[config.mk]
export PLATFORM = sky130hd
export DESIGN_NAME = sip_mul
export DESIGN_NICKNAME = d
export VERILOG_FILES = /design/src/rtl/sip_pkg.sv /design/src/rtl/sip_mul.sv
export SDC_FILE = /design/constraint.sdc
export NUM_CORES = 1
export LEC_CHECK = 0
export BUFFER_PORTS_ARGS = -buffer_cell sky130_fd_sc_hd__clkbuf_2
export CORE_AREA = 2 2 215 217
export CTS_CLUSTER_SIZE = 12
export DETAILED_ROUTE_END_ITERATION = 16
export DIE_AREA = 0 0 217 219
export SETUP_SLACK_MARGIN = 0.4
export SYNTH_ARGS = -nofsm -noshare
export SYNTH_HDL_FRONTEND = slang
export SYNTH_SLANG_ARGS = --single-unit
export TNS_END_PERCENT = 10
[constraint.sdc]
create_clock -name clk -period 8.71 [get_ports clk]
set_clock_uncertainty 0.05 [all_clocks]
set_input_delay 1.3065 -clock clk [delete_from_list [all_inputs] [get_ports clk]]
set_output_delay 1.3065 -clock clk [all_outputs]
set_load 0.05 [all_outputs]
[src/rtl/sip_pkg.sv]
// Shared types, widths and codes of the scrub interval planner.
package sip_pkg;

	localparam int POS_W    = 40;
	localparam int LEN_W    = 24;
	localparam int SPD_W    = 24;
	localparam int FRAC_W   = 16;
	localparam int SPOS_W   = 42;
	localparam int SPEED_W  = 33;
	localparam int PROD_W   = 48;
	localparam int NUM_W    = 64;
	localparam int DEN_W    = 42;
	localparam int CNT_W    = 6;
	localparam int MODE_W   = 2;
	localparam int OP_W     = 2;
	localparam int STAT_W   = 2;
	localparam int ADDR_W   = 6;
	localparam int DATA_W   = 64;
	localparam int REG_IDX_W = 3;

	localparam logic [POS_W-1:0]   POS_MAX   = '1;
	localparam logic [LEN_W-1:0]   LEN_MAX   = '1;
	localparam logic [SPEED_W-1:0] SPEED_CAP = {1'b1, 32'd0};

	localparam logic [POS_W-1:0] RST_UPPER   = '1;
	localparam logic [SPD_W-1:0] RST_CEIL    = 24'd65536;
	localparam logic [SPD_W-1:0] RST_SILENCE = 24'd655;

	typedef enum logic [OP_W-1:0] {
		OP_RESTART = 2'd0,
		OP_REFILL  = 2'd1,
		OP_STOP    = 2'd2
	} opcode_t;

	typedef enum logic [STAT_W-1:0] {
		STAT_PLAY    = 2'd0,
		STAT_SILENCE = 2'd1,
		STAT_NONE    = 2'd2,
		STAT_DEFER   = 2'd3
	} status_t;

	typedef enum logic [REG_IDX_W-1:0] {
		REG_START_POS = 3'd0,
		REG_LOWER     = 3'd1,
		REG_UPPER     = 3'd2,
		REG_FLOOR     = 3'd3,
		REG_CEIL      = 3'd4,
		REG_STUTTER   = 3'd5,
		REG_SILENCE   = 3'd6,
		REG_MODE      = 3'd7
	} reg_idx_t;

	typedef struct packed {
		logic [POS_W-1:0]  start_pos;
		logic [POS_W-1:0]  lower;
		logic [POS_W-1:0]  upper;
		logic [SPD_W-1:0]  floor_spd;
		logic [SPD_W-1:0]  ceil_spd;
		logic [LEN_W-1:0]  stutter;
		logic [SPD_W-1:0]  silence_spd;
		logic [MODE_W-1:0] mode;
	} cfg_t;

	typedef struct packed {
		logic busy;
		logic done;
	} div_stat_t;

	typedef enum logic [4:0] {
		S_IDLE, S_PLAN0, S_S1, S_DIST, S_SPDDIV, S_LIMIT, S_MINSP, S_DURDIV0,
		S_DURDIV, S_SILENCE, S_ADJ, S_ADJ2, S_BOUND, S_MD1, S_MD2, S_MD3,
		S_MDDIV, S_SEEK, S_SEEK2, S_COMMIT, S_EMIT, S_OUT
	} state_t;

endpackage

[src/rtl/sip_mul.sv]
// Shared 24 by 24 unsigned multiplier with a registered product.
module sip_mul (
	input  logic                         clk,
	input  logic [sip_pkg::LEN_W-1:0]    a,
	input  logic [sip_pkg::SPD_W-1:0]    b,
	output logic [sip_pkg::PROD_W-1:0]   prod_q
);

	// register the product every cycle
	always_ff @(posedge clk) begin
		prod_q <= sip_pkg::PROD_W'(a) * sip_pkg::PROD_W'(b);
	end

endmodule

==> impl_metrics.tcl <==
set metrics [dict create \
    io_buffers 96 \
    grt_use_total 0.245 \
    cp.arrival_ns 8.12 \
    setup_violations 0 \
    drv_cap 0 \
    fin_crit_ns 7.95 \
    cts_tree "yes" \
    synth_warnings 0 \
    gp_congestion 0.888 \
    synthDistinctLibCells 51 \
    fill_cells 4357 \
    async_flop_share 0 \
    whs_path_depth 3 \
    final.setup.tns_ns 0 \
    gr-total-overflow 0 \
    crit_path_end_kind "register" \
    ios 97 \
    synth_seq_area_share 0.0479 \
    drive_gt1_frac 0.0710 \
    finalHoldViolations 0 \
    relSlewSlack 0.479 \
    mostFrequentLayoutCell "inv_1" \
    reg.largest.list "prod_q: 48 flops" \
    wl_microns 54000 \
    drtIter0Drc 779 \
    period_share 0.913 \
    multi_input_area_sq_um 16600 \
    areaGrowthSynthToFinish_pct 6.73 \
    largest_register_ffs 48 \
    hp-class "in2reg" \
    floorplan.initialDensity 0.445 \
    synth_edf_count 0 \
    critical_path_required_ns 8.88 \
    synth_seq_cells 48 \
    vias 14500 \
    ant_nets 0 \
    criticalPathCategory "in2reg" \
    clk_path_buf_depth 2 \
    grt_pass1_vias 15900 \
    viasPerCell 5.05 \
    clkSinkCount 48 \
    grt_max_degree 25 \
    wire_per_inst_microns 18.7 \
    drt-pass1-iter-count 6 \
    maxSlewViolCount 0 \
    grt_pass1_wl_microns 88700 \
    rows 78 \
    dieArea_sq_um 47500 \
    syn-instance-count 2238 \
    worstPathMaxFanout 24 \
    avgSynthCellArea_sq_um 8.96 \
    antenna_found_initial 1 \
    postSynthNetCount 2943 \
    hpwl_microns 44600 \
    cts_inserted_buffers 5 \
    core_sq_um 45100 \
    ys.flop_type "dfxtp_1" \
    cp-start-kind "input port" \
    cts.clk_slew.worst_paths_ns 0.08 \
    whs_endpoint "prod_q[0]" \
    htree_levels 2 \
    fin_nets 2985 \
    syn_area_sq_um 20100 \
    fmax_mhz 126 \
    register_area_sq_um 961 \
    cts-root-buf "clkbuf_16" \
    top_register "prod_q" \
    worst_pin_slew_ns 0.775 \
    dieHeight_microns 219 \
    n_antenna_cell 0 \
    rsz0062_at_grt "no" \
    cts_hold_buf 0 \
    drc 0 \
    layout_common_cells "inv_1, fa_1, nand2_1, and2_1, ha_1" \
    status "complete, no violations" \
    die_width_microns 217 \
    hp-start "a[0]" \
]
==> cells by family (layout without fill, tap and decap cells) <==
kind of cell,after synthesis,count (layout),synth area share
XOR/XNOR,43,43,0.0188
AO/OA/AOI/OAI,131,131,0.0432
flip-flops,48,48,0.0479
AND/OR/NAND/NOR,696,696,0.176
adder cells (fa/ha/maj),656,656,0.590
buffers and inverters,664,707,0.125
==> cell type report <==
cell class | count | share of cell area
clock buffer | 6 | 0.00649
clock inverter | 2 | 0.00181
inverter | 559 | 0.0980
multi-input combinational | 1526 | 0.775
sequential | 48 | 0.0449
tap | 600 | 0.0351
timing repair buffer | 140 | 0.0385
==> timing repair <==
action | CTS | global route
gates resized for setup | 0 | 2
buffers inserted | 0 | 0
endpoints found under the setup margin | 0 | 2
==> worst max-delay path by stage <==
stage | start | end | slack [ns] | cells after the start
global placement | a[12] | prod_q[46] | 0.47 | 23
global route | a[17] | prod_q[46] | 0.40 | 23
finish | b[11] | prod_q[44] | 0.76 | 21
CTS | a[12] | prod_q[44] | 0.78 | 23
detailed placement | a[12] | prod_q[46] | 0.41 | 23
floorplan | b[3] | prod_q[44] | 1.35 | 25
==> critical path, cell delays in order <==
cell       delay, ns
clkbuf_2        0.54
nand2_1         0.15
fa_1            0.51
fa_1            0.56
inv_1           0.05
fa_1            0.49
fa_1            0.57
fa_1            0.44
fa_1            0.50
inv_1           0.05
fa_1            0.61
inv_1           0.09
ha_1            0.44
nand2_1         0.14
o21ai_1         0.24
a22oi_1         0.18
a2111oi_4       0.51
o21ai_1         0.16
a21oi_1         0.31
or3_1           0.17
nand4_1         0.08
==> per-layer routing <==
layer | track usage | routed length, microns | vias up
li1 | - | - | 6580
met3 | 0.0482 | 4050 | 51
met2 | 0.382 | 24600 | 456
met4 | 0.0553 | 982 | 2
met1 | 0.352 | 24400 | 7453
met5 | 0 | 8 | -
==> through the flow <==
step           area (sq um)  cells  hold WS (ns)  setup WS (ns)   util
6_report              21400   2881          1.61          0.760  0.475
3_5_place_dp          21200   2873          1.75          0.413  0.471
3_3_place_gp          21200   2873          1.76          0.466  0.471
4_1_cts               21400   2881          1.61          0.780  0.475
5_1_grt               21400   2881          1.63          0.401  0.475
2_1_floorplan         20100   2238          1.38           1.35      -
==> cells in the mapped netlist (all sizes together) (14+ instances only) <==
library cell	n	area share
nand2	307	0.057
dfxtp	48	0.048
a21oi	49	0.012
inv	559	0.10
and2	304	0.095
a21o	16	0.0060
nand3	14	0.0035
fa	482	0.48
o21ai	20	0.0052
nor2	22	0.0042
ha	174	0.11
clkbuf	98	0.018
xnor2	30	0.013
Power is left out: the tool's default activity adds up to more than one toggle a clock period on the data nets, which glitch-free logic cannot reach.
