[config.mk]
export PLATFORM = sky130hd
export DESIGN_NAME = sip_cfg
export DESIGN_NICKNAME = d
export VERILOG_FILES = /design/src/rtl/sip_pkg.sv /design/src/rtl/sip_cfg.sv
export SDC_FILE = /design/constraint.sdc
export NUM_CORES = 1
export LEC_CHECK = 0
export ABC_AREA = 1
export BUFFER_PORTS_ARGS = -buffer_cell sky130_fd_sc_hd__buf_2
export CORE_UTILIZATION = 35
export CTS_BUF_LIST = sky130_fd_sc_hd__clkbuf_4 sky130_fd_sc_hd__clkbuf_8 sky130_fd_sc_hd__clkbuf_16
export DETAILED_ROUTE_END_ITERATION = 12
export SYNTH_ARGS = -nofsm -noshare
export SYNTH_HDL_FRONTEND = slang
export SYNTH_SLANG_ARGS = --single-unit
[constraint.sdc]
create_clock -name clk -period 1.55 [get_ports clk]
set_input_delay 0.31 -clock clk [delete_from_list [all_inputs] [get_ports clk]]
set_output_delay 0.31 -clock clk [all_outputs]
set_load 0.01 [all_outputs]
[src/rtl/sip_pkg.sv]
// Shared types, widths and codes of the scrub interval planner.
package sip_pkg;

	localparam int POS_W    = 40;
	localparam int LEN_W    = 24;
	localparam int SPD_W    = 24;
	localparam int FRAC_W   = 16;
	localparam int SPOS_W   = 42;
	localparam int SPEED_W  = 33;
	localparam int PROD_W   = 48;
	localparam int NUM_W    = 64;
	localparam int DEN_W    = 42;
	localparam int CNT_W    = 6;
	localparam int MODE_W   = 2;
	localparam int OP_W     = 2;
	localparam int STAT_W   = 2;
	localparam int ADDR_W   = 6;
	localparam int DATA_W   = 64;
	localparam int REG_IDX_W = 3;

	localparam logic [POS_W-1:0]   POS_MAX   = '1;
	localparam logic [LEN_W-1:0]   LEN_MAX   = '1;
	localparam logic [SPEED_W-1:0] SPEED_CAP = {1'b1, 32'd0};

	localparam logic [POS_W-1:0] RST_UPPER   = '1;
	localparam logic [SPD_W-1:0] RST_CEIL    = 24'd65536;
	localparam logic [SPD_W-1:0] RST_SILENCE = 24'd655;

	typedef enum logic [OP_W-1:0] {
		OP_RESTART = 2'd0,
		OP_REFILL  = 2'd1,
		OP_STOP    = 2'd2
	} opcode_t;

	typedef enum logic [STAT_W-1:0] {
		STAT_PLAY    = 2'd0,
		STAT_SILENCE = 2'd1,
		STAT_NONE    = 2'd2,
		STAT_DEFER   = 2'd3
	} status_t;

	typedef enum logic [REG_IDX_W-1:0] {
		REG_START_POS = 3'd0,
		REG_LOWER     = 3'd1,
		REG_UPPER     = 3'd2,
		REG_FLOOR     = 3'd3,
		REG_CEIL      = 3'd4,
		REG_STUTTER   = 3'd5,
		REG_SILENCE   = 3'd6,
		REG_MODE      = 3'd7
	} reg_idx_t;

	typedef struct packed {
		logic [POS_W-1:0]  start_pos;
		logic [POS_W-1:0]  lower;
		logic [POS_W-1:0]  upper;
		logic [SPD_W-1:0]  floor_spd;
		logic [SPD_W-1:0]  ceil_spd;
		logic [LEN_W-1:0]  stutter;
		logic [SPD_W-1:0]  silence_spd;
		logic [MODE_W-1:0] mode;
	} cfg_t;

	typedef struct packed {
		logic busy;
		logic done;
	} div_stat_t;

	typedef enum logic [4:0] {
		S_IDLE, S_PLAN0, S_S1, S_DIST, S_SPDDIV, S_LIMIT, S_MINSP, S_DURDIV0,
		S_DURDIV, S_SILENCE, S_ADJ, S_ADJ2, S_BOUND, S_MD1, S_MD2, S_MD3,
		S_MDDIV, S_SEEK, S_SEEK2, S_COMMIT, S_EMIT, S_OUT
	} state_t;

endpackage

[src/rtl/sip_cfg.sv]
// APB register file holding the planner configuration.
module sip_cfg (
	input  logic                         clk,
	input  logic                         arst_n,
	input  logic                         psel,
	input  logic                         penable,
	input  logic                         pwrite,
	input  logic [sip_pkg::ADDR_W-1:0]   paddr,
	input  logic [sip_pkg::DATA_W-1:0]   pwdata,
	output logic [sip_pkg::DATA_W-1:0]   prdata,
	output logic                         pready,
	output sip_pkg::cfg_t                cfg
);

	sip_pkg::cfg_t     cfg_q;
	sip_pkg::reg_idx_t idx;
	logic              wr_en;

	assign idx    = sip_pkg::reg_idx_t'(paddr[sip_pkg::ADDR_W-1:3]);
	assign wr_en  = psel && penable && pwrite;
	assign pready = 1'b1;
	assign cfg    = cfg_q;

	// write a register on the access phase
	always_ff @(posedge clk or negedge arst_n) begin
		if (!arst_n) begin
			cfg_q.start_pos   <= '0;
			cfg_q.lower       <= '0;
			cfg_q.upper       <= sip_pkg::RST_UPPER;
			cfg_q.floor_spd   <= '0;
			cfg_q.ceil_spd    <= sip_pkg::RST_CEIL;
			cfg_q.stutter     <= '0;
			cfg_q.silence_spd <= sip_pkg::RST_SILENCE;
			cfg_q.mode        <= '0;
		end else if (wr_en) begin
			case (idx)
				sip_pkg::REG_START_POS: cfg_q.start_pos   <= pwdata[sip_pkg::POS_W-1:0];
				sip_pkg::REG_LOWER:     cfg_q.lower       <= pwdata[sip_pkg::POS_W-1:0];
				sip_pkg::REG_UPPER:     cfg_q.upper       <= pwdata[sip_pkg::POS_W-1:0];
				sip_pkg::REG_FLOOR:     cfg_q.floor_spd   <= pwdata[sip_pkg::SPD_W-1:0];
				sip_pkg::REG_CEIL:      cfg_q.ceil_spd    <= pwdata[sip_pkg::SPD_W-1:0];
				sip_pkg::REG_STUTTER:   cfg_q.stutter     <= pwdata[sip_pkg::LEN_W-1:0];
				sip_pkg::REG_SILENCE:   cfg_q.silence_spd <= pwdata[sip_pkg::SPD_W-1:0];
				sip_pkg::REG_MODE:      cfg_q.mode        <= pwdata[sip_pkg::MODE_W-1:0];
				default: ;
			endcase
		end
	end

	// read back the addressed register
	always_comb begin
		case (idx)
			sip_pkg::REG_START_POS: prdata = sip_pkg::DATA_W'(cfg_q.start_pos);
			sip_pkg::REG_LOWER:     prdata = sip_pkg::DATA_W'(cfg_q.lower);
			sip_pkg::REG_UPPER:     prdata = sip_pkg::DATA_W'(cfg_q.upper);
			sip_pkg::REG_FLOOR:     prdata = sip_pkg::DATA_W'(cfg_q.floor_spd);
			sip_pkg::REG_CEIL:      prdata = sip_pkg::DATA_W'(cfg_q.ceil_spd);
			sip_pkg::REG_STUTTER:   prdata = sip_pkg::DATA_W'(cfg_q.stutter);
			sip_pkg::REG_SILENCE:   prdata = sip_pkg::DATA_W'(cfg_q.silence_spd);
			sip_pkg::REG_MODE:      prdata = sip_pkg::DATA_W'(cfg_q.mode);
			default:                prdata = '0;
		endcase
	end

endmodule

==> run metrics, run 1 <==
final worst slack -0.2989 ns; die area 29600 um2; Routed WL 37350 um; Nets 1723; max-cap viol count 0; Switch Pwr around 6.5 mW; Iteration-0 DRC Markers 640; EDFF count, synth 0; most common cell in the netlist nand2_1; CP Cell Sequence nand4_1 -> nand2_1 -> nor2_1 -> nand3_1 -> buf_2; DP Worst Slack -0.3561 ns; average size of a mapped cell around 8.2 um2; crit path time final 1.849 ns; initial antenna violation count 0; Die Height around 170 um; Setup CP Type register to output pin; Hold/Removal Path Class input port to register; clk buf depth 3; antenna-violating nets left 0; placed cell areas 12500 um2; Rows 61; failing checks setup timing; status finished with violations; Post-synth top flop dfrtp_1; RSZ-0062 raised after global routing true; total global-route track usage between 20% and 30%; vias in the first global route 9415; pin count of the biggest net entering global routing 57; CTS tree yes; CP startpoint kind register; Port Buffers 305; combinational power share between 30% and 40%; f_max about 0.54 GHz; crit-path max cell delay roughly 0.53 ns; crit-path max FO 2; crit path buf inv count 1; DP Cell Count 1896; period utilization 119.3%; Clock Sinks 218; vias per inst 4.932; Post-synth top cells 256 x nand2_1, 185 x nor2_1, 171 x dfrtp_1; Synth top area share between 40 and 50%; area grow syn2layout 50.67%; Syn Std Cell Area ~10000 um2; met2 wire length 18320 um; sequential area share after synthesis 54.47%; Pwr Density 1318 nW/um2; # fillers 2591; YS warnings 0; Routed WL per cell 18.27 um; Synth cell types 24; clk slew on worst S/H paths 0.06 ns; Post-Synthesis Cells 1231; share of layout cells above drive strength 1 between 30% and 40%; grt ovf 0; synth top area cells dfrtp_1 42%, dfstp_2 12%, nand2_1 9.5%; Fin. Hold Viols 0; Boundary Pins 358; Required @ worst endpoint 1.24 ns; Seq cells post-synth 218; DRC Markers 0; internal power 13.62 mW; top routing layer in use met4; WL met1 15340 um; switching share of total power 32.23%; Critical-path top delay cell dfstp_2; Setup violations, final 68; CP endpoint kind output pin; total CTS buffers 25; first-pass iteration count of the detailed router 5; Clk network pwr share 29.9%; Clk Tree Root Cell clkbuf_16; Final HPWL DP 24660 um; Flop pwr share 40.0%; Die X-Extent 172.1 um; maximum vdd drop 0.0008776 V; Finished Cell Area approximately 15000 um2; initial core utilization 36.04%; vias 10080; Synth async-reset ratio 100.0%; CTS H-Tree Depth 1; diode count 0; core area 28090 um2; Clk Latency, worst-skew pair 0.52 ns; Setup Skew 0 ns; RD Place Congestion about 0.84; area leader, netlist dfrtp_1; P_leak 7.912 nW; fin. max-slew vios 0; Arr. time, crit path 1.54 ns; fin cells 2044; met3 WL around 2100 um; top cell family by delay on the critical path flip-flops; Largest register FFs 218; first-pass GRT wire length 54750 um
-- per-stage QoR --
step / hold slack [ns] / TNS, ns / util, % / total power, mW
after detailed placement: 0.1962 / -23.31 / 44.49 / 12.75
after global routing: 0.01136 / -11.19 / 54.30 / 21.08
after CTS: 0.000005662 / -8.885 / 52.25 / 19.69
after floorplan: 0.01441 / 0 / - / 10.27
final: 0.01059 / -8.197 / 54.30 / 20.10
after global placement: 0.1943 / -21.71 / 44.49 / 12.64
-- repair_timing --
action / in CTS / in global routing
endpoints found under the setup margin: 44 / 65
hold endpoints to repair: 153 / 0
pin swaps: 88 / 74
hold buffers: 9 / 0
setup buffers: 65 / 33
gates cloned: 6 / 1
gates resized for setup: 141 / 112
-- area by class of cell --
type / instances / area, um2 / area share (%)
flip-flops and latches: 218 / 5514 / 36.16
multi-input cells: 835 / 4154 / 27.24
repair buffers: 476 / 3901 / 25.58
clock buffers: 40 / 794.5 / 5.210
well taps: 378 / 473.0 / 3.101
inverters: 92 / 360.3 / 2.363
clock inverters: 5 / 53.80 / 0.3528
-- final timing paths --
| path | start | endpoint | slack (ns) | cells after the start |
|---|---|---|---|---|
| hold reg to reg | cfg[114] | cfg[114] | 0.49 | 2 |
| min in group asynchronous | arst_n | cfg[190] | 0.23 | 2 |
| hold / removal | pwdata[16] | cfg[18] | 0.01 | 3 |
| setup / recovery | cfg[113] | prdata[15] | -0.30 | 5 |
| max in group asynchronous | arst_n | cfg[101] | 0.61 | 3 |
| setup reg to reg | cfg[116] | cfg[116] | 0.57 | 5 |
-- power groups by stage --
stage | combinational [mW] | sequential [mW] | clock [mW]
after floorplan | 1.70 | 8.57 | 0
after detailed placement | 4.60 | 8.15 | 0
after global routing | 6.58 | 8.19 | 6.31
after CTS | 5.61 | 7.97 | 6.11
after global placement | 4.52 | 8.13 | 0
final | 6.03 | 8.05 | 6.02
-- cell families after synthesis --
| family | Yosys count | synth area share, % |
|---|---|---|
| other cells | 2 | 0.07419 |
| flops | 218 | 54.47 |
| buf+inv | 201 | 9.419 |
| simple gates | 592 | 25.25 |
| compound gates | 218 | 10.78 |
-- layer usage --
metal | GRT usage [%] | up-vias
met1 | 31.44 | 4811
li1 | - | 4813
met5 | 0 | -
met3 | 3.799 | 80
met2 | 40.94 | 377
met4 | 10.27 | 0
-- placed cells by master, fill, tap and decap left out, drive strengths merged --
cell type    instances
nand4               76
o21ai              130
conb                25
bufinv               1
dfstp               47
nand2              258
dlygate4sd3          9
nand3               68
nor2               187
a21oi               88
clkbuf              40
inv                 93
nor3                 3
buf                467
clkinv               3
dfrtp              171
-- tightest hold or removal path, cell delays in order --
cell and delay, ns:
buf_2 0.09, nand2_1 0.05, o21ai_0 0.06
Note: power is estimated with default switching activity, not from simulation.
==> run 2: changes to the inputs <==
- CTS_BUF_LIST: sky130_fd_sc_hd__clkbuf_4 sky130_fd_sc_hd__clkbuf_8 sky130_fd_sc_hd__clkbuf_16 -> sky130_fd_sc_hd__clkbuf_16
==> run metrics, run 2 (synthesis results as in run 1) <==
RSZ-0062 raised after global routing true; pin count of the biggest net entering global routing 57; final worst slack -0.3053 ns; commonest non-fill, non-tap cell in the layout buf_2; internal power 13.03 mW; crit path time final 1.855 ns; f_max 0.5390 GHz; Required @ worst endpoint roughly 1.2 ns; Largest register FFs approximately 220; met2 wire length 18260 um; Rows 61; core area between 20000 and 30000 um2; Setup CP Type register to output pin; crit path buf inv count 1; share of layout cells above drive strength 1 38.89%; Critical-path top delay cell dfstp_2; clk buf depth 3; fin. max-slew vios 0; Die X-Extent ~170 um; WL met1 15200 um; first-pass iteration count of the detailed router 5; Clk network pwr share 27.8%; Hold/Removal Path Class input port to register; Arr. time, crit path 1.55 ns; switching share of total power 33.19%; Port Buffers 305; Iteration-0 DRC Markers 616; Nets 1726; crit-path max FO 2; Setup violations, final between 60 and 70; vias 10080; diode count 0; DP Worst Slack -0.3561 ns; vias in the first global route ~9400; Flop pwr share 41.3%; Clk Tree Root Cell clkbuf_16; top routing layer in use met4; P_leak between 7 and 8 nW; antenna-violating nets left 0; Setup Skew 0 ns; status finished with violations; crit-path max cell delay between 0.5 and 0.6 ns; DRC Markers 0; CP endpoint kind output pin; area grow syn2layout 49.76%; die area 29600 um2; clk slew on worst S/H paths 0.06 ns; top cell family by delay on the critical path flip-flops; final design utilization 53.97%; Pwr Density 1286 nW/um2; total CTS buffers 25; failing checks setup timing; Routed WL between 30000 and 40000 um; Switch Pwr 6.471 mW; most frequent cells in the layout 239 x buf_2, 226 x nand2_1, 171 x dfrtp_1; maximum vdd drop 0.0008776 V; first-pass GRT wire length 54810 um; Fin. Hold Viols 0; CTS H-Tree Depth 1; combinational power share 30.9%; Routed WL per cell 18.24 um; grt ovf 0; max-cap viol count 0; CP startpoint kind register; Clock Sinks 218; vias per inst a little under 5; hold_ws 0.01213 ns; CTS tree yes; initial core utilization 36.04%; Die Height 172.1 um; RD Place Congestion 0.8416; met3 WL approximately 2300 um; Clk Latency, worst-skew pair approximately 0.52 ns; total global-route track usage 24.48%; CP Cell Sequence nand4_1 -> nand2_1 -> nor2_1 -> nand3_1 -> buf_2; initial antenna violation count 0; Final HPWL DP 24660 um; period utilization 119.7%; Boundary Pins around 360
==> run 2: cell types whose count changed in the layout (fill, tap and decap cells not counted) <==
cell | previous run | this run
nor2_2 | 21 | 20
clkbuf_8 | 9 | 0
clkbuf_4 | 6 | 0
clkinv_1 | 0 | 9
inv_2 | 2 | 3
dlygate4sd3_1 | 9 | 12
buf_6 | 104 | 103
buf_2 | 238 | 239
nor2_1 | 152 | 153
inv_1 | 86 | 91
==> run 2: layout make-up <==
cell class	instances	area (um2)
Multi-Input combinational cell	835	4151
Sequential cell	218	5514
Fill cell	2604	12930
Timing Repair Buffer	479	3925
Clock buffer	25	625.6
Tap cell	378	473.0
Inverter	92	360.3
Clock inverter	20	110.1
==> run 2: worst reg2reg max path: cells and delay by family, from the launching register on <==
kind	cells	cell delay (ns)
flip-flops	1	0.53
buffers and inverters	3	0.26
AO/OA/AOI/OAI	1	0.07
AND/OR/NAND/NOR	1	0.04
==> run 2: metal layers <==
layer,GRT usage [%],vias up
met5,0,-
met4,10.27,0
met3,3.868,81
met2,40.76,372
met1,31.59,4807
li1,-,4818
==> run 2: what timing repair did <==
action | 4_1_cts | 5_1_grt
hold buffers | 12 | 0
resized for setup | 142 | 111
setup endpoints to repair | 44 | 65
endpoints found under the hold margin | 156 | 0
setup buffers | 65 | 34
pin swaps | 88 | 69
cloned | 6 | 1
==> run 2: final timing paths <==
kind	startpoint	endpoint	slack (ns)	cells past startpoint
worst min register to register	cfg[114]	cfg[114]	0.49	2
max in group asynchronous	arst_n	cfg[101]	0.62	3
worst max-delay path	cfg[113]	prdata[15]	-0.31	5
worst min-delay path	pwdata[16]	cfg[18]	0.01	3
worst max register to register	cfg[116]	cfg[116]	0.58	5
min in group asynchronous	arst_n	cfg[190]	0.23	2
==> run 2: metrics by stage <==
step	instances	total power, mW	TNS [ns]	cell area (um2)
after floorplan	1254	10.27	0	10210
after global routing	2047	20.47	-11.22	15160
after CTS	2022	19.09	-8.885	14600
after detailed placement	1896	12.75	-23.31	12500
final	2047	19.50	-8.121	15160
after global placement	1896	12.64	-21.71	12500
==> run 2: power by group through the flow <==
stage                     logic (mW)  registers [mW]  clock network [mW]
after floorplan                 1.70            8.57                   0
after global placement          4.52            8.13                   0
after detailed placement        4.60            8.15                   0
after CTS                       5.61            7.98                5.50
after global routing            6.58            8.19                5.70
final                           6.03            8.05                5.42
==> run 3: changes to the inputs <==
- TNS_END_PERCENT: not set -> 20
==> run metrics, run 3 (synthesis results as in run 1) <==
Multi-input gate area 3941 um2; first-pass iteration count of the detailed router 5; Iteration-0 DRC Markers 700; Clk network pwr share 28.9%; RD Place Congestion 0.8416; Clock Sinks 218; clk buf depth 3; Clk Tree Root Cell clkbuf_16; Reg-to-Reg Start cfg[107]; Arr. time, crit path 1.52 ns; internal power 12.47 mW; die area approximately 30000 um2; Final HPWL DP 24660 um; initial antenna violation count 0; setup slack, reg-to-reg 0.64 ns; crit path time final 1.827 ns; Switch Pwr slightly above 6 mW; Fin. Hold Viols 0; Required @ worst endpoint ~1.2 ns; FF-to-FF End cfg[107]; vias per inst roughly 5; initial core utilization roughly 36%; DRC Markers 0; Setup violations, final 54; hold_ws around 0.012 ns; Pwr Density 1332 nW/um2; status finished with violations; R2R cell count 4; Setup Skew 0 ns; total CTS buffers 25; RSZ-0062 raised after global routing true; CP startpoint kind register; Boundary Pins approximately 360; maximum vdd drop 0.0008279 V; Die Height ~170 um; total global-route track usage 23.05%; crit path buf inv count 1; Routed WL per cell 17.47 um; first-pass GRT wire length between 50000 and 60000 um; final worst slack -0.2771 ns; Port Buffers 305; CP endpoint kind output pin; f_max 0.5473 GHz; grt ovf 0; Flop pwr share 42.9%; register area 5514 um2; Hold/Removal Path Class input port to register; # fillers 2750; hold wc startpoint pwdata[16]; CP Cell Sequence nand4_1 -> nand2_1 -> nor2_1 -> nand3_1 -> buf_2; Setup CP Type register to output pin; Die X-Extent 172.1 um; Nets 1669; Routed WL 34770 um; combinational power share 28.1%; Clk Latency, worst-skew pair around 0.51 ns; share of layout cells above drive strength 1 33.75%; Tot Pwr roughly 19 mW; switching share of total power roughly a third; crit-path max FO 2; worst hold path depth 3; Largest register FFs 218; Critical-path top delay cell dfstp_2; CTS H-Tree Depth 1; diode count 0; area grow syn2layout 38.43%; failing checks setup timing; pin count of the biggest net entering global routing 57; period utilization 117.9%; max-cap viol count 0; Hold EP cfg[18]; antenna-violating nets left 0; core area 28090 um2; crit-path max cell delay 0.52 ns; vias in the first global route 8998; fin. max-slew vios 0; top cell family by delay on the critical path flip-flops; P_leak 7.245 nW; commonest non-fill, non-tap cell in the layout buf_2; most frequent cells in the layout 278 x buf_2, 249 x nand2_1, 171 x dfrtp_1; CTS tree yes; vias ~9700; clk slew on worst S/H paths 0.06 ns; Rows between 60 and 70
## run 3: repair_timing
action                                 4_1_cts  5_1_grt
buffers inserted                            25       14
pin swaps                                   46       40
gates resized for setup                     74       27
endpoints found under the hold margin      156        0
setup endpoints to repair                   44       56
hold buffers                                12        0
## run 3: cell type report
class / instances / share of cell area, %
sequential: 218 / 39.35
multi-input combinational: 835 / 28.13
timing repair buffer: 422 / 21.38
clock buffer: 25 / 4.465
tap: 378 / 3.375
inverter: 92 / 2.518
clock inverter: 20 / 0.7858
## run 3: worst max-delay path by stage
stage	end	slack, ns	depth (start not counted)	from
after floorplan	prdata[24]	0.05	7	paddr[4]
after global placement	prdata[20]	-0.37	9	paddr[3]
after detailed placement	prdata[20]	-0.36	8	paddr[4]
after CTS	prdata[18]	-0.29	5	cfg[116]
after global routing	prdata[12]	-0.33	5	cfg[110]
final	prdata[15]	-0.28	5	cfg[113]
## run 3: through the flow
step / setup TNS (ns) / instances / setup slack (ns) / cell area [um2] / util (%)
6_report: -7.295 / 1990 / -0.2771 / 14010 / 49.89
5_1_grt: -10.15 / 1990 / -0.3331 / 14010 / 49.89
4_1_cts: -8.165 / 1976 / -0.2913 / 13810 / 49.16
3_5_place_dp: -23.31 / 1896 / -0.3561 / 12500 / 44.49
3_3_place_gp: -21.71 / 1896 / -0.3675 / 12500 / 44.49
2_1_floorplan: 0 / 1254 / 0.04828 / 10210 / -
## run 3: per-layer routing
layer / wire length, um / up-vias / global-route usage [%]
li1: - / 4686 / -
met1: 14600 / 4614 / 29.88
met2: 16940 / 335 / 38.67
met3: 1996 / 60 / 3.708
met4: 1238 / 0 / 8.542
met5: 0 / - / 0
## run 3: worst reg2reg max path, cell delays in order (launching register included)
cell and delay (ns):
dfstp_2 0.53, buf_4 0.10, buf_6 0.10, nand2_1 0.05, o21ai_1 0.07
## run 3: power groups by stage
stage / Combinational [mW] / Clock, mW / Sequential (mW)
floorplan: 1.70 / 0 / 8.57
global placement: 4.52 / 0 / 8.13
detailed placement: 4.60 / 0 / 8.15
CTS: 5.10 / 5.50 / 8.01
global route: 5.79 / 5.70 / 8.16
finish: 5.25 / 5.40 / 8.01
