**src/rtl/sip_pkg.sv**
```systemverilog
// Shared types, widths and codes of the scrub interval planner.
package sip_pkg;

	localparam int POS_W    = 40;
	localparam int LEN_W    = 24;
	localparam int SPD_W    = 24;
	localparam int FRAC_W   = 16;
	localparam int SPOS_W   = 42;
	localparam int SPEED_W  = 33;
	localparam int PROD_W   = 48;
	localparam int NUM_W    = 64;
	localparam int DEN_W    = 42;
	localparam int CNT_W    = 6;
	localparam int MODE_W   = 2;
	localparam int OP_W     = 2;
	localparam int STAT_W   = 2;
	localparam int ADDR_W   = 6;
	localparam int DATA_W   = 64;
	localparam int REG_IDX_W = 3;

	localparam logic [POS_W-1:0]   POS_MAX   = '1;
	localparam logic [LEN_W-1:0]   LEN_MAX   = '1;
	localparam logic [SPEED_W-1:0] SPEED_CAP = {1'b1, 32'd0};

	localparam logic [POS_W-1:0] RST_UPPER   = '1;
	localparam logic [SPD_W-1:0] RST_CEIL    = 24'd65536;
	localparam logic [SPD_W-1:0] RST_SILENCE = 24'd655;

	typedef enum logic [OP_W-1:0] {
		OP_RESTART = 2'd0,
		OP_REFILL  = 2'd1,
		OP_STOP    = 2'd2
	} opcode_t;

	typedef enum logic [STAT_W-1:0] {
		STAT_PLAY    = 2'd0,
		STAT_SILENCE = 2'd1,
		STAT_NONE    = 2'd2,
		STAT_DEFER   = 2'd3
	} status_t;

	typedef enum logic [REG_IDX_W-1:0] {
		REG_START_POS = 3'd0,
		REG_LOWER     = 3'd1,
		REG_UPPER     = 3'd2,
		REG_FLOOR     = 3'd3,
		REG_CEIL      = 3'd4,
		REG_STUTTER   = 3'd5,
		REG_SILENCE   = 3'd6,
		REG_MODE      = 3'd7
	} reg_idx_t;

	typedef struct packed {
		logic [POS_W-1:0]  start_pos;
		logic [POS_W-1:0]  lower;
		logic [POS_W-1:0]  upper;
		logic [SPD_W-1:0]  floor_spd;
		logic [SPD_W-1:0]  ceil_spd;
		logic [LEN_W-1:0]  stutter;
		logic [SPD_W-1:0]  silence_spd;
		logic [MODE_W-1:0] mode;
	} cfg_t;

	typedef struct packed {
		logic busy;
		logic done;
	} div_stat_t;

	typedef enum logic [4:0] {
		S_IDLE, S_PLAN0, S_S1, S_DIST, S_SPDDIV, S_LIMIT, S_MINSP, S_DURDIV0,
		S_DURDIV, S_SILENCE, S_ADJ, S_ADJ2, S_BOUND, S_MD1, S_MD2, S_MD3,
		S_MDDIV, S_SEEK, S_SEEK2, S_COMMIT, S_EMIT, S_OUT
	} state_t;

endpackage

```
**src/rtl/sip_div.sv**
```systemverilog
// Restoring divider, one quotient bit per cycle.
module sip_div (
	input  logic                         clk,
	input  logic                         arst_n,
	input  logic                         start,
	input  logic [sip_pkg::NUM_W-1:0]    num,
	input  logic [sip_pkg::DEN_W-1:0]    den,
	output sip_pkg::div_stat_t           stat,
	output logic [sip_pkg::NUM_W-1:0]    quot
);

	logic                         busy_q;
	logic                         done_q;
	logic [sip_pkg::CNT_W-1:0]    cnt_q;
	logic [sip_pkg::NUM_W-1:0]    q_q;
	logic [sip_pkg::DEN_W-1:0]    rem_q;
	logic [sip_pkg::DEN_W-1:0]    den_q;
	logic [sip_pkg::DEN_W:0]      rem_sh;
	logic                         fits;

	assign rem_sh = {rem_q, q_q[sip_pkg::NUM_W-1]};
	assign fits   = rem_sh >= {1'b0, den_q};

	// control: count the steps, flag the last one
	always_ff @(posedge clk or negedge arst_n) begin
		if (!arst_n) begin
			busy_q <= 1'b0;
			done_q <= 1'b0;
			cnt_q  <= '0;
		end else begin
			done_q <= 1'b0;
			if (start) begin
				busy_q <= 1'b1;
				cnt_q  <= '1;
			end else if (busy_q) begin
				cnt_q <= cnt_q - 1'b1;
				if (cnt_q == '0) begin
					busy_q <= 1'b0;
					done_q <= 1'b1;
				end
			end
		end
	end

	// datapath: shift the dividend in, subtract when the divisor fits
	always_ff @(posedge clk) begin
		if (start) begin
			q_q   <= num;
			rem_q <= '0;
			den_q <= den;
		end else if (busy_q) begin
			q_q   <= {q_q[sip_pkg::NUM_W-2:0], fits};
			rem_q <= fits ? sip_pkg::DEN_W'(rem_sh - {1'b0, den_q})
			              : rem_sh[sip_pkg::DEN_W-1:0];
		end
	end

	assign stat.busy = busy_q;
	assign stat.done = done_q;
	assign quot      = q_q;

endmodule

```
**config.mk**
```make
export PLATFORM = sky130hd
export DESIGN_NAME = sip_div
export DESIGN_NICKNAME = d
export VERILOG_FILES = /design/src/rtl/sip_pkg.sv /design/src/rtl/sip_div.sv
export SDC_FILE = /design/constraint.sdc
export NUM_CORES = 1
export LEC_CHECK = 0
export BUFFER_PORTS_ARGS = -buffer_cell sky130_fd_sc_hd__buf_2
export CAP_MARGIN = 25
export CORE_MARGIN = 1.5
export CORE_UTILIZATION = 33
export CTS_BUF_LIST = sky130_fd_sc_hd__clkbuf_8
export CTS_CLUSTER_DIAMETER = 80
export DETAILED_ROUTE_END_ITERATION = 8
export SETUP_SLACK_MARGIN = 0.1
export SYNTH_ARGS = -nofsm -noshare
export SYNTH_HDL_FRONTEND = slang
export SYNTH_SLANG_ARGS = --single-unit
```
**constraint.sdc**
```tcl
create_clock -name clk -period 4.4 [get_ports clk]
set_clock_uncertainty 0.15 [all_clocks]
set_input_delay 0.66 -clock clk [delete_from_list [all_inputs] [get_ports clk]]
set_output_delay 0.66 -clock clk [all_outputs]
set_load 0.005 [all_outputs]
```
==> results of run 1 <==
report_power, final:
group / internal [W] / total, W / leakage [nW] / switching (W)
Clock: 0.000525 / 0.00115 / 0.208 / 0.000624
Sequential: 0.00183 / 0.00201 / 1.51 / 0.000185
Combinational: 0.000991 / 0.00223 / 2.90 / 0.00124
Total: 0.00334 / 0.00539 / 4.61 / 0.00205
registers in the layout (all words and copies together) (netlist names):
| name | cells |
|---|---|
| done_q | 1 |
| den_q | 42 |
| busy_q | 1 |
| quot | 64 |
| rem_q | 42 |
| cnt_q | 6 |
layout make-up:
class	count	area [sq um]	share of cell area
Inverter	64	240.2	0.02307
Multi-Input combinational cell	550	4169	0.4003
Timing Repair Buffer	183	952.2	0.09142
Antenna cell	1	2.502	0.0002403
Sequential cell	156	4225	0.4057
Tap cell	335	419.2	0.04025
Clock inverter	15	172.7	0.01658
Clock buffer	17	234.0	0.02247
logic make-up (layout without fill, tap and decap cells):
group                      Yosys count  after routing
DFF                                156            156
adders and majority gates           45             45
other                                0              1
buffers and inverters              108            279
and+or+nand+nor                    173            173
xor gates and xnor gates            43             43
muxes                               97             97
AOI/OAI and AO/OA                  192            192
Yosys cell counts, drive strengths merged (3+ instances only):
cell type	instances	area, sq um
nor2b	5	31.28
ha	44	550.5
a311oi	3	26.28
o211ai	7	52.55
inv	64	240.2
nor3	7	35.03
o21a	3	22.52
dfrtp	8	200.2
a211oi	33	247.7
nand3	17	85.08
edfxtp	106	3183
o21bai	17	127.6
and3	6	37.54
nor2	49	183.9
mux2	65	731.9
nand4b	3	26.28
a22oi	3	22.52
a32oi	5	43.79
a21oi	49	249.0
nand2	41	153.9
o21ai	30	153.9
or3	3	18.77
nor4	7	43.79
a41oi	4	35.03
xnor2	31	271.5
nand2b	14	87.58
and2	3	21.27
a211o	3	26.28
buf	11	100.1
mux2i	32	320.3
nand4	12	75.07
dfxtp	42	840.8
o221ai	3	26.28
clkbuf	33	123.9
xor2	12	105.1
a21o	14	105.1
a31oi	4	40.04
metrics by stage:
| step | hold slack (ns) | power, W | cell area (sq um) | instances |
|---|---|---|---|---|
| 6_report | 0.2166 | 0.005395 | 10420 | 1321 |
| 3_5_place_dp | 0.3220 | 0.004248 | 9983 | 1286 |
| 2_1_floorplan | 0.2144 | 0.003759 | 8857 | 814 |
| 5_1_grt | 0.1740 | 0.005773 | 10410 | 1320 |
| 3_3_place_gp | 0.3167 | 0.004241 | 9983 | 1286 |
| 4_1_cts | 0.1832 | 0.005432 | 10400 | 1319 |
path summary, 6_finish.rpt:
kind	to	slack (ns)	depth (start not counted)
max in group asynchronous	busy_q$_DFF_PN0_	3.46	2
min in group asynchronous	cnt_q[1]$_DFFE_PN0P_	0.43	2
setup reg to reg	rem_q[36]$_SDFFE_PP0P_	0.80	11
hold reg to reg	rem_q[2]$_SDFFE_PP0P_	0.33	2
setup / recovery	rem_q[36]$_SDFFE_PP0P_	0.80	11
hold / removal	den_q[7]$_DFFE_PP_	0.22	1
metal layers:
layer,up-vias,GRT usage,wire (microns)
met2,188,0.2609,10190
met3,15,0.05513,1505
met1,3166,0.2017,10010
met5,-,0,23
li1,3338,-,-
met4,4,0.03557,171
==> results.md, run 1 <==
### Outcome
• run status: finished with violations
• failing checks: DRC

### Pwr
• total leakage power: 4.613 nW
• Worst VDD drop: 0.2101 mV
• power density relative to cell area: 518.0 nW/um^2

### Setup path
• critical-path maximum fanout: 35
• Largest stage delay, worst path: 0.52 ns
• origin of the critical flop-to-flop path: rem_q[4]$_SDFFE_PP0P_
• slowest cell on the critical path: o41ai_4
• cell type with the highest occurrence count on the critical path: nand2b_1
• cell-by-cell trace of the critical path: ha_1 -> o21ai_0 -> nand2b_1 -> o2111a_1 -> o41ai_4 -> o22a_2 -> o21ai_2 -> a31oi_4 -> buf_4 -> nand2b_1 -> o211ai_1
• Critical Path Start: rem_q[4]$_SDFFE_PP0P_
• worst path buffer plus inverter count: 1
• startpoint kind of the worst setup timing path: flop
• Critical Path Sink Type: flop
• path type of the worst setup path: reg2reg
• arrival time at the worst endpoint: 3.77 ns
• cell family with the largest share of critical-path delay: compound AO/OA/AOI/OAI gates
• required arrival time at the worst endpoint: 4.57 ns

### Synthesis
• combinational family with the most area after synthesis: compound AO/OA/AOI/OAI gates
• number of flops mapped to enable cells by yosys: 106
• synthesized-area fraction occupied by ao, oa, aoi and oai cells: 0.1492
• number of unique standard cell types used by synthesis: 64
• Cells after Synth: 814
• multiplexer fraction of the synthesized cell area: 0.1188
• mapped cell area: 8857 sq um
• yosys synthesis warning count: 0
• Post-Syn Nets: 968
• area share of fa/ha/maj cells after synthesis: 0.06442
• average cell area after synthesis: 10.88 sq um
• number of synthesized register bits: 156
• dominant synthesized flop cell: edfxtp_1
• Synth Area in XOR/XNOR: 0.04252
• simple-gate portion of the synthesized area: 0.09578
• part of the Yosys area used for sequential elements: 0.4769
• post-synthesis async set-or-reset flop share: 0.05128

### Global route
• Tot GR Track Use: 0.1591
• global-route wire length before repair: 35340 microns
• largest net degree at the start of global routing: 65
• number of antenna violations at the first check in global routing: 2
• number of global-route vias before repair: 6710
• GRT Residual Overflow: 0

### Worst hold path
• origin of the worst min-delay path: den[7]
• kind of path behind the tightest hold check: in2reg

### Timing
• setup repair after global routing missed its margin: false
• Setup violations, final: 0
• fin crit period: 3.598 ns
• maximum operating frequency: 0.2779 GHz
• Slew @ Worst Pin: 0.8510 ns
• total negative slack: 0 ns
• Final Max Tran Viols: 0
• Final Hold Violating Endpoints: 0
• final worst-path setup slack: 0.8018 ns
• fin crit share: 0.8178
• relative slew slack: 0.4327

### Final layout
• most common cell after layout, fill and taps aside: buf_2
• most used cells in the layout excluding fill and tap cells: buf_2, edfxtp_1, inv_1, mux2_2, nor2_1
• count of nets after finishing: 1126
• Fill cells: 2555
• share of post-route cells with drive strength above 1: 0.2904
• Area Overhead vs Synth: 17.59%
• end-of-flow core utilization: 0.3974

### Clock network
• post-CTS sizing: 0
• root buffer cell: clkbuf_8
• clock buffer count from CTS: 17
• level count of the clock H-tree: 4
• register clock-pin slew on the reported worst setup and hold paths: 0.10 ns
• latest clock arrival within the worst-skew pair: 0.46 ns
• clock sink count: 156
• TritonCTS clock tree: built
• clock buffer depth: 2
• number of hold buffers added after cts: 1
• postcts setup bufs: 0

### Routing
• WL per Instance: 16.58 microns
• Post-Route WL: 21900 microns
• Antenna Nets Post-Route: 0
• 1st-iter DRT viols: 378
• Via Count: 6711
• number of remaining DRC errors: 2
• number of optimization iterations in the first detailed-route pass: 6
• number of vias per cell after detailed routing: 5.080

### Floorplan
• number of top-level design ports: 175
• die boundary height: 166.8 microns
• Placeable Area: 26210 sq um
• DIE AREA: 27830 sq um
• die outline width: 166.8 microns
• standard-cell rows: 59
• effective utilization at floorplan: 0.3380

### Placed design
• post-placement worst setup slack: 0.8658 ns
• input/output buffers: 174
• Final Wtd Congestion: 0.8958
• half-perimeter wire length after detailed placement: 15960 microns

### Run
• maxcap violations: 0

Note: power is estimated with default switching activity, not from simulation.
==> run 2: changes to the inputs <==
==> constraint.sdc (replaced) <==
create_clock -name clk -period 3.5 [get_ports clk]
set_clock_uncertainty 0.15 [all_clocks]
set_input_delay 0.525 -clock clk [delete_from_list [all_inputs] [get_ports clk]]
set_output_delay 0.525 -clock clk [all_outputs]
set_load 0.005 [all_outputs]
==> results.md, run 2 (synthesis gave the netlist of run 1 again) <==
### Setup path
• arrival time at the worst endpoint: 3.46 ns, -0.31 ns
• required arrival time at the worst endpoint: 3.71 ns, -0.86 ns
• path type of the worst setup path: reg2reg
• slowest cell on the critical path: edfxtp_1
• Critical Path Sink Type: flop
• startpoint kind of the worst setup timing path: flop
• cell-by-cell trace of the critical path: inv_1 -> ha_1 -> nor2_1 -> a211oi_2 -> o2111a_1 -> o41ai_4 -> o22a_2 -> o21ai_4 -> a31oi_4 -> buf_4 -> mux2_1 -> a22o_1
• Largest stage delay, worst path: 0.37 ns, -0.15 ns
• critical-path maximum fanout: 5, -86%

### Clock network
• root buffer cell: clkbuf_8
• TritonCTS clock tree: built
• clock buffer count from CTS: 17, unchanged
• register clock-pin slew on the reported worst setup and hold paths: 0.10 ns, about the same
• clock buffer depth: 2, unchanged
• latest clock arrival within the worst-skew pair: 0.46 ns, about the same
• clock sink count: 156, unchanged
• level count of the clock H-tree: 4, unchanged

### Timing
• setup repair after global routing missed its margin: true
• Setup violations, final: 0, unchanged
• fin crit period: 3.257 ns, -0.3408 ns
• Slew @ Worst Pin: 0.8356 ns, -0.01534 ns
• relative slew slack: 0.4429, +0.01023
• Final Hold Violating Endpoints: 0, unchanged
• maximum operating frequency: 0.3070 GHz, +10%
• fin crit share: 0.9307, +0.1129
• total negative slack: 0 ns, unchanged
• Final Max Tran Viols: 0, unchanged

### Global route
• Tot GR Track Use: 0.1623, +0.003135
• number of antenna violations at the first check in global routing: 3, +1
• global-route wire length before repair: 35770 microns, +1.2%
• number of global-route vias before repair: 6913, +3.0%
• GRT Residual Overflow: 0, unchanged
• largest net degree at the start of global routing: 77, +18%

### Floorplan
• die outline width: 166.8 microns, unchanged
• Placeable Area: 26210 sq um, unchanged
• number of top-level design ports: 175, unchanged
• effective utilization at floorplan: 0.3380, unchanged
• die boundary height: 166.8 microns, unchanged
• DIE AREA: 27830 sq um, unchanged
• standard-cell rows: 59, unchanged

### Routing
• WL per Instance: 16.96 microns, +2.3%
• Via Count: 6790, +1.2%
• 1st-iter DRT viols: 335, -11%
• number of vias per cell after detailed routing: 5.113, +0.64%
• Post-Route WL: 22520 microns, +2.8%
• number of remaining DRC errors: 0, -2
• Antenna Nets Post-Route: 0, unchanged
• number of optimization iterations in the first detailed-route pass: 7, +1

### Placed design
• Final Wtd Congestion: 0.8854, -1.2%
• input/output buffers: 174, unchanged
• half-perimeter wire length after detailed placement: 16470 microns, +3.2%
• cell count after placement: 1291, +0.39%

### Final layout
• max FFs per register: 64, unchanged
• total area of sequential cells: 4225 sq um, unchanged
• area of the multi-input gates: 4198 sq um, +0.69%
• non-filler instance count after layout: 1328, +0.53%
• Fill cells: 2554, -0.039%
• count of nets after finishing: 1133, +0.62%
• Area Overhead vs Synth: 19.37%
• most used cells in the layout excluding fill and tap cells: buf_2, edfxtp_1, inv_1, mux2_2, nor2_1
• share of post-route cells with drive strength above 1: 0.3004, +0.01005
• most common cell after layout, fill and taps aside: buf_2

### Pwr
• sequential cell fraction of total power: 0.360, -0.013
• proportion of power drawn by combinational gates: 0.423, +0.009
• cell internal power dissipation: 0.004389 W, +31%
• switching power: 0.002639 W, +29%
• total leakage power: 4.668 nW, +1.2%
• power density relative to cell area: 664.8 nW/um^2, +28%
• total power: 0.007028 W, +30%
• relative contribution of the clock network to total power: 0.217, +0.004
• Worst VDD drop: 0.2748 mV, +31%
• net switching fraction of the power: 0.3755, -0.004637

### Outcome
• run status: finished clean

### Worst hold path
• kind of path behind the tightest hold check: in2reg

### Run
• maxcap violations: 0, unchanged

-- run 2: cell types whose count changed in the layout (fill, tap and decap cells not counted), sizes merged --
cell / before / now
buf: 181 / 188
dlymetal6s2s: 1 / 0
clkbuf: 17 / 18
inv: 74 / 72
clkinv: 2 / 3
bufinv: 2 / 3
-- run 2: worst max-delay path: cells and delay by family (launching register included) --
kind / cells / cell delay, ns
multiplexers: 1 / 0.32
buffers and inverters: 2 / 0.24
AND/OR/NAND/NOR: 1 / 0.20
adder cells (fa/ha/maj): 1 / 0.28
flip-flops: 1 / 0.37
AO/OA/AOI/OAI: 7 / 1.59
-- run 2: final cells by class --
type,count,share of cell area
clock buffers,17,0.02213
repair buffers,190,0.09929
inverters,64,0.02272
well taps,335,0.03965
multi-input cells,550,0.3970
flip-flops and latches,156,0.3996
clock inverters,15,0.01929
diodes,1,0.0002367
-- run 2: worst paths after layout --
path                                        from                endpoint  slack [ns]  cells past startpoint
min in group asynchronous                 arst_n    cnt_q[1]$_DFFE_PN0P_        0.29                      2
max                           den_q[2]$_DFFE_PP_  rem_q[22]$_SDFFE_PP0P_        0.24                     12
min reg2reg                rem_q[2]$_SDFFE_PP0P_   rem_q[2]$_SDFFE_PP0P_        0.34                      2
max reg2reg                   den_q[2]$_DFFE_PP_  rem_q[22]$_SDFFE_PP0P_        0.24                     12
min                                      den[31]     den_q[31]$_DFFE_PP_        0.08                      1
max in group asynchronous                 arst_n        busy_q$_DFF_PN0_        2.72                      2
-- run 2: power groups by stage --
| stage | sequential (W) | combinational [W] | clock, W |
|---|---|---|---|
| floorplan | 0.00250 | 0.00222 | 0 |
| global placement | 0.00257 | 0.00283 | 0 |
| detailed placement | 0.00257 | 0.00284 | 0 |
| CTS | 0.00253 | 0.00285 | 0.00157 |
| global route | 0.00258 | 0.00327 | 0.00164 |
| finish | 0.00253 | 0.00297 | 0.00152 |
-- run 2: through the flow --
step / hold WS, ns / worst slack [ns] / instance area (sq um) / utilization
after floorplan: 0.07941 / 0.4476 / 8857 / -
after global placement: 0.2342 / 0.3345 / 10050 / 0.3833
after detailed placement: 0.2373 / 0.2239 / 10050 / 0.3833
after CTS: 0.04933 / 0.2013 / 10490 / 0.4004
after global routing: 0.04669 / 0.04786 / 10570 / 0.4034
final: 0.07878 / 0.2426 / 10570 / 0.4034
-- run 2: what timing repair did --
| item | 4_1_cts | 5_1_grt |
|---|---|---|
| hold buffers | 1 | 0 |
| resized for setup | 0 | 8 |
| buffers inserted | 0 | 2 |
| hold endpoints to repair | 8 | 0 |
| endpoints found under the setup margin | 0 | 29 |
-- run 2: per-layer routing --
metal  share of wire  wire length, microns  vias up  track usage
met5         0.00075                    17        -            0
li1                -                     -     3335            -
met4           0.011                   244        4      0.04229
met1            0.44                  9965     3204       0.2021
met2            0.48                 10740      225       0.2725
met3           0.069                  1551       22      0.04967
==> run 3: changes to the inputs <==
--- a/config.mk
+++ b/config.mk
@@ -5,6 +5,7 @@
 export SDC_FILE = /design/constraint.sdc
 export NUM_CORES = 1
 export LEC_CHECK = 0
+export ABC_AREA = 1
 export BUFFER_PORTS_ARGS = -buffer_cell sky130_fd_sc_hd__buf_2
 export CAP_MARGIN = 25
 export CORE_MARGIN = 1.5
==> results.md, run 3 <==
### Outcome
• run status: finished clean

### Synthesis
• number of synthesized register bits: 156, unchanged
• most instantiated cells after synthesis: nand2_1, inv_1, edfxtp_1
• Synth top area share: 0.3193, -0.04006
• dominant synthesized flop cell: edfxtp_1
• number of flops mapped to enable cells by yosys: 106, unchanged
• largest area contributor in the netlist: edfxtp_1
• number of unique standard cell types used by synthesis: 41, -36%
• Cells after Synth: 1400, +72%
• part of the Yosys area used for sequential elements: 0.4237, -0.05316
• post-synthesis async set-or-reset flop share: 0.05128, unchanged
• ranking of synthesized cells by area: edfxtp_1, nand2_1, dfxtp_1
• Post-Syn Nets: 1554, +61%
• mapped cell area: 9968 sq um, +13%
• library cell with the highest instance count after synthesis: nand2_1
• average cell area after synthesis: 7.120 sq um, -35%
• yosys synthesis warning count: 0, unchanged

### Final layout
• max FFs per register: 64, unchanged
• most common cell after layout, fill and taps aside: nand2_1
• Area Overhead vs Synth: 16.66%
• count of nets after finishing: 1723, +52%
• share of post-route cells with drive strength above 1: 0.1599, -0.1405
• non-filler instance count after layout: 1972, +48%
• most used cells in the layout excluding fill and tap cells: nand2_1, inv_1, buf_2
• antenna fix cells: 0, -1

### Floorplan
• effective utilization at floorplan: 0.3354, -0.002542
• Placeable Area: 29720 sq um, +13%
• number of top-level design ports: 175, unchanged
• DIE AREA: 31260 sq um, +12%
• die boundary height: 176.8 microns, +6.0%
• standard-cell rows: 63, +6.8%
• die outline width: 176.8 microns, +6.0%

### Routing
• 1st-iter DRT viols: 552, +65%
• number of remaining DRC errors: 0, unchanged
• Post-Route WL: 27880 microns, +24%
• number of optimization iterations in the first detailed-route pass: 5, -2
• Via Count: 8947, +32%
• number of vias per cell after detailed routing: 4.537, -11%
• WL per Instance: 14.14 microns, -17%
• Antenna Nets Post-Route: 0, unchanged

### Worst hold path
• worst min-delay path endpoint: den_q[16]$_DFFE_PP_
• cell depth of the worst min-delay path: 1, unchanged
• kind of path behind the tightest hold check: in2reg
• origin of the worst min-delay path: den[16]

### Setup path
• critical-path maximum fanout: 41, +36
• slack of the worst reg-to-reg path: 0.68 ns, +0.44 ns
• origin of the critical flop-to-flop path: den_q[34]$_DFFE_PP_
• path type of the worst setup path: reg2reg
• required arrival time at the worst endpoint: 3.76 ns, +0.05 ns
• endpoint of the worst register-to-register path: rem_q[11]$_SDFFE_PP0P_
• startpoint kind of the worst setup timing path: flop
• Register-to-Register Path Depth: 13, +1
• arrival time at the worst endpoint: 3.08 ns, -0.38 ns
• Critical Path Sink Type: flop

### Clock network
• clock buffer depth: 2, unchanged
• postcts setup bufs: 0, unchanged
• root buffer cell: clkbuf_8
• clock sink count: 156, unchanged
• level count of the clock H-tree: 4, unchanged
• latest clock arrival within the worst-skew pair: 0.49 ns, +0.03 ns
• TritonCTS clock tree: built
• clock buffer count from CTS: 17, unchanged
• post-CTS sizing: 0, unchanged
• register clock-pin slew on the reported worst setup and hold paths: 0.10 ns, about the same
• number of hold buffers added after cts: 1, unchanged

### Timing
• Slew @ Worst Pin: 0.8613 ns, +0.02564 ns
• fin crit share: 0.8043, -0.1263
• fin crit period: 2.815 ns, -0.4422 ns
• total negative slack: 0 ns, unchanged
• maximum operating frequency: 0.3552 GHz, +16%
• Final Hold Violating Endpoints: 0, unchanged
• Final Max Tran Viols: 0, unchanged
• relative slew slack: 0.4258, -0.01709
• setup repair after global routing missed its margin: false
• Setup violations, final: 0, unchanged

### Global route
• largest net degree at the start of global routing: 65, -16%
• number of antenna violations at the first check in global routing: 1, -2
• GRT Residual Overflow: 0, unchanged
• global-route wire length before repair: 46460 microns, +30%
• number of global-route vias before repair: 9088, +31%
• Tot GR Track Use: 0.1899, +0.02762

### Placed design
• cell count after placement: 1939, +50%
• input/output buffers: 174, unchanged
• half-perimeter wire length after detailed placement: 21480 microns, +30%
• Final Wtd Congestion: 0.9421, +6.4%

### Pwr
• Worst VDD drop: 0.3254 mV, +18%
• power density relative to cell area: 350.4 nW/um^2, -47%
• total leakage power: 6.171 nW, +32%

### Run
• maxcap violations: 0, unchanged

==> run 3: cell count changes after synthesis, moves of 15 or more <==
| cell | before | now |
|---|---|---|
| a21oi_1 | 48 | 33 |
| nand3_1 | 17 | 98 |
| nor2_1 | 49 | 75 |
| inv_1 | 63 | 215 |
| mux2i_1 | 32 | 0 |
| nand2_1 | 41 | 606 |
| a211oi_1 | 33 | 0 |
| nand3b_1 | 0 | 25 |
| mux2_2 | 63 | 0 |
| clkbuf_1 | 33 | 17 |
==> run 3: logic make-up after synthesis <==
family,Yosys count,synth area share
and+or+nand+nor,841,0.3542
DFF,156,0.4237
buffers and inverters,262,0.1046
AOI/OAI and AO/OA,73,0.04004
xor gates and xnor gates,23,0.02021
adders and majority gates,45,0.05724
==> run 3: how the worst max path moves through the flow <==
stage / startpoint / to / slack [ns]
finish: den_q[34]$_DFFE_PP_ / rem_q[11]$_SDFFE_PP0P_ / 0.68
detailed placement: den_q[33]$_DFFE_PP_ / rem_q[5]$_SDFFE_PP0P_ / 0.67
floorplan: start / quot[0]$_DFFE_PP_ / 0.87
global route: den_q[36]$_DFFE_PP_ / rem_q[29]$_SDFFE_PP0P_ / 0.39
CTS: den_q[34]$_DFFE_PP_ / rem_q[11]$_SDFFE_PP0P_ / 0.63
global placement: den_q[34]$_DFFE_PP_ / rem_q[8]$_SDFFE_PP0P_ / 0.67
==> run 3: critical path, stage by stage, from the launching register on <==
cell and delay, ns:
edfxtp_1 0.35, inv_1 0.05, ha_1 0.35, nand2_1 0.10, nand2_1 0.10, a21oi_2 0.18, nand2_1 0.11, nand2_1 0.08
nand2_1 0.12, nor2_8 0.54, nand2_8 0.29, nand2_1 0.14, nand3_1 0.07, o21ai_1 0.10
==> run 3: per-stage QoR <==
step,worst slack [ns],util,hold slack [ns],power [W],cell area [sq um]
after floorplan,0.8684,-,0.07941,0.002472,9970
after global placement,0.6713,0.3777,0.2309,0.002713,11220
after detailed placement,0.6696,0.3777,0.2318,0.002714,11220
after CTS,0.6286,0.3913,0.005184,0.004143,11630
after global routing,0.3865,0.3913,0.006304,0.004294,11630
final,0.6848,0.3913,0.05153,0.004075,11630
==> run 3: routing by layer <==
layer | routed length [microns] | part of all wire | GRT usage
met5 | 16 | 0.00057 | 0
met3 | 1985 | 0.071 | 0.06164
met4 | 528 | 0.019 | 0.06038
met2 | 12650 | 0.45 | 0.3095
met1 | 12690 | 0.46 | 0.2373
==> run 3: cell type report <==
| cell class | count | area, sq um |
|---|---|---|
| clock inverter | 15 | 160.2 |
| inverter | 226 | 849.6 |
| fill | 3126 | 18090 |
| sequential | 156 | 4224 |
| clock buffer | 17 | 234.0 |
| tap | 390 | 488.0 |
| multi-input combinational | 982 | 4707 |
| timing repair buffer | 186 | 965.9 |
==> run 3: power breakdown <==
part           internal [W]  leakage [nW]  switching, W
Sequential          0.00209          1.53     0.0000574
Combinational      0.000208          4.44      0.000311
Clock              0.000644         0.201      0.000760
Total               0.00295          6.17       0.00113
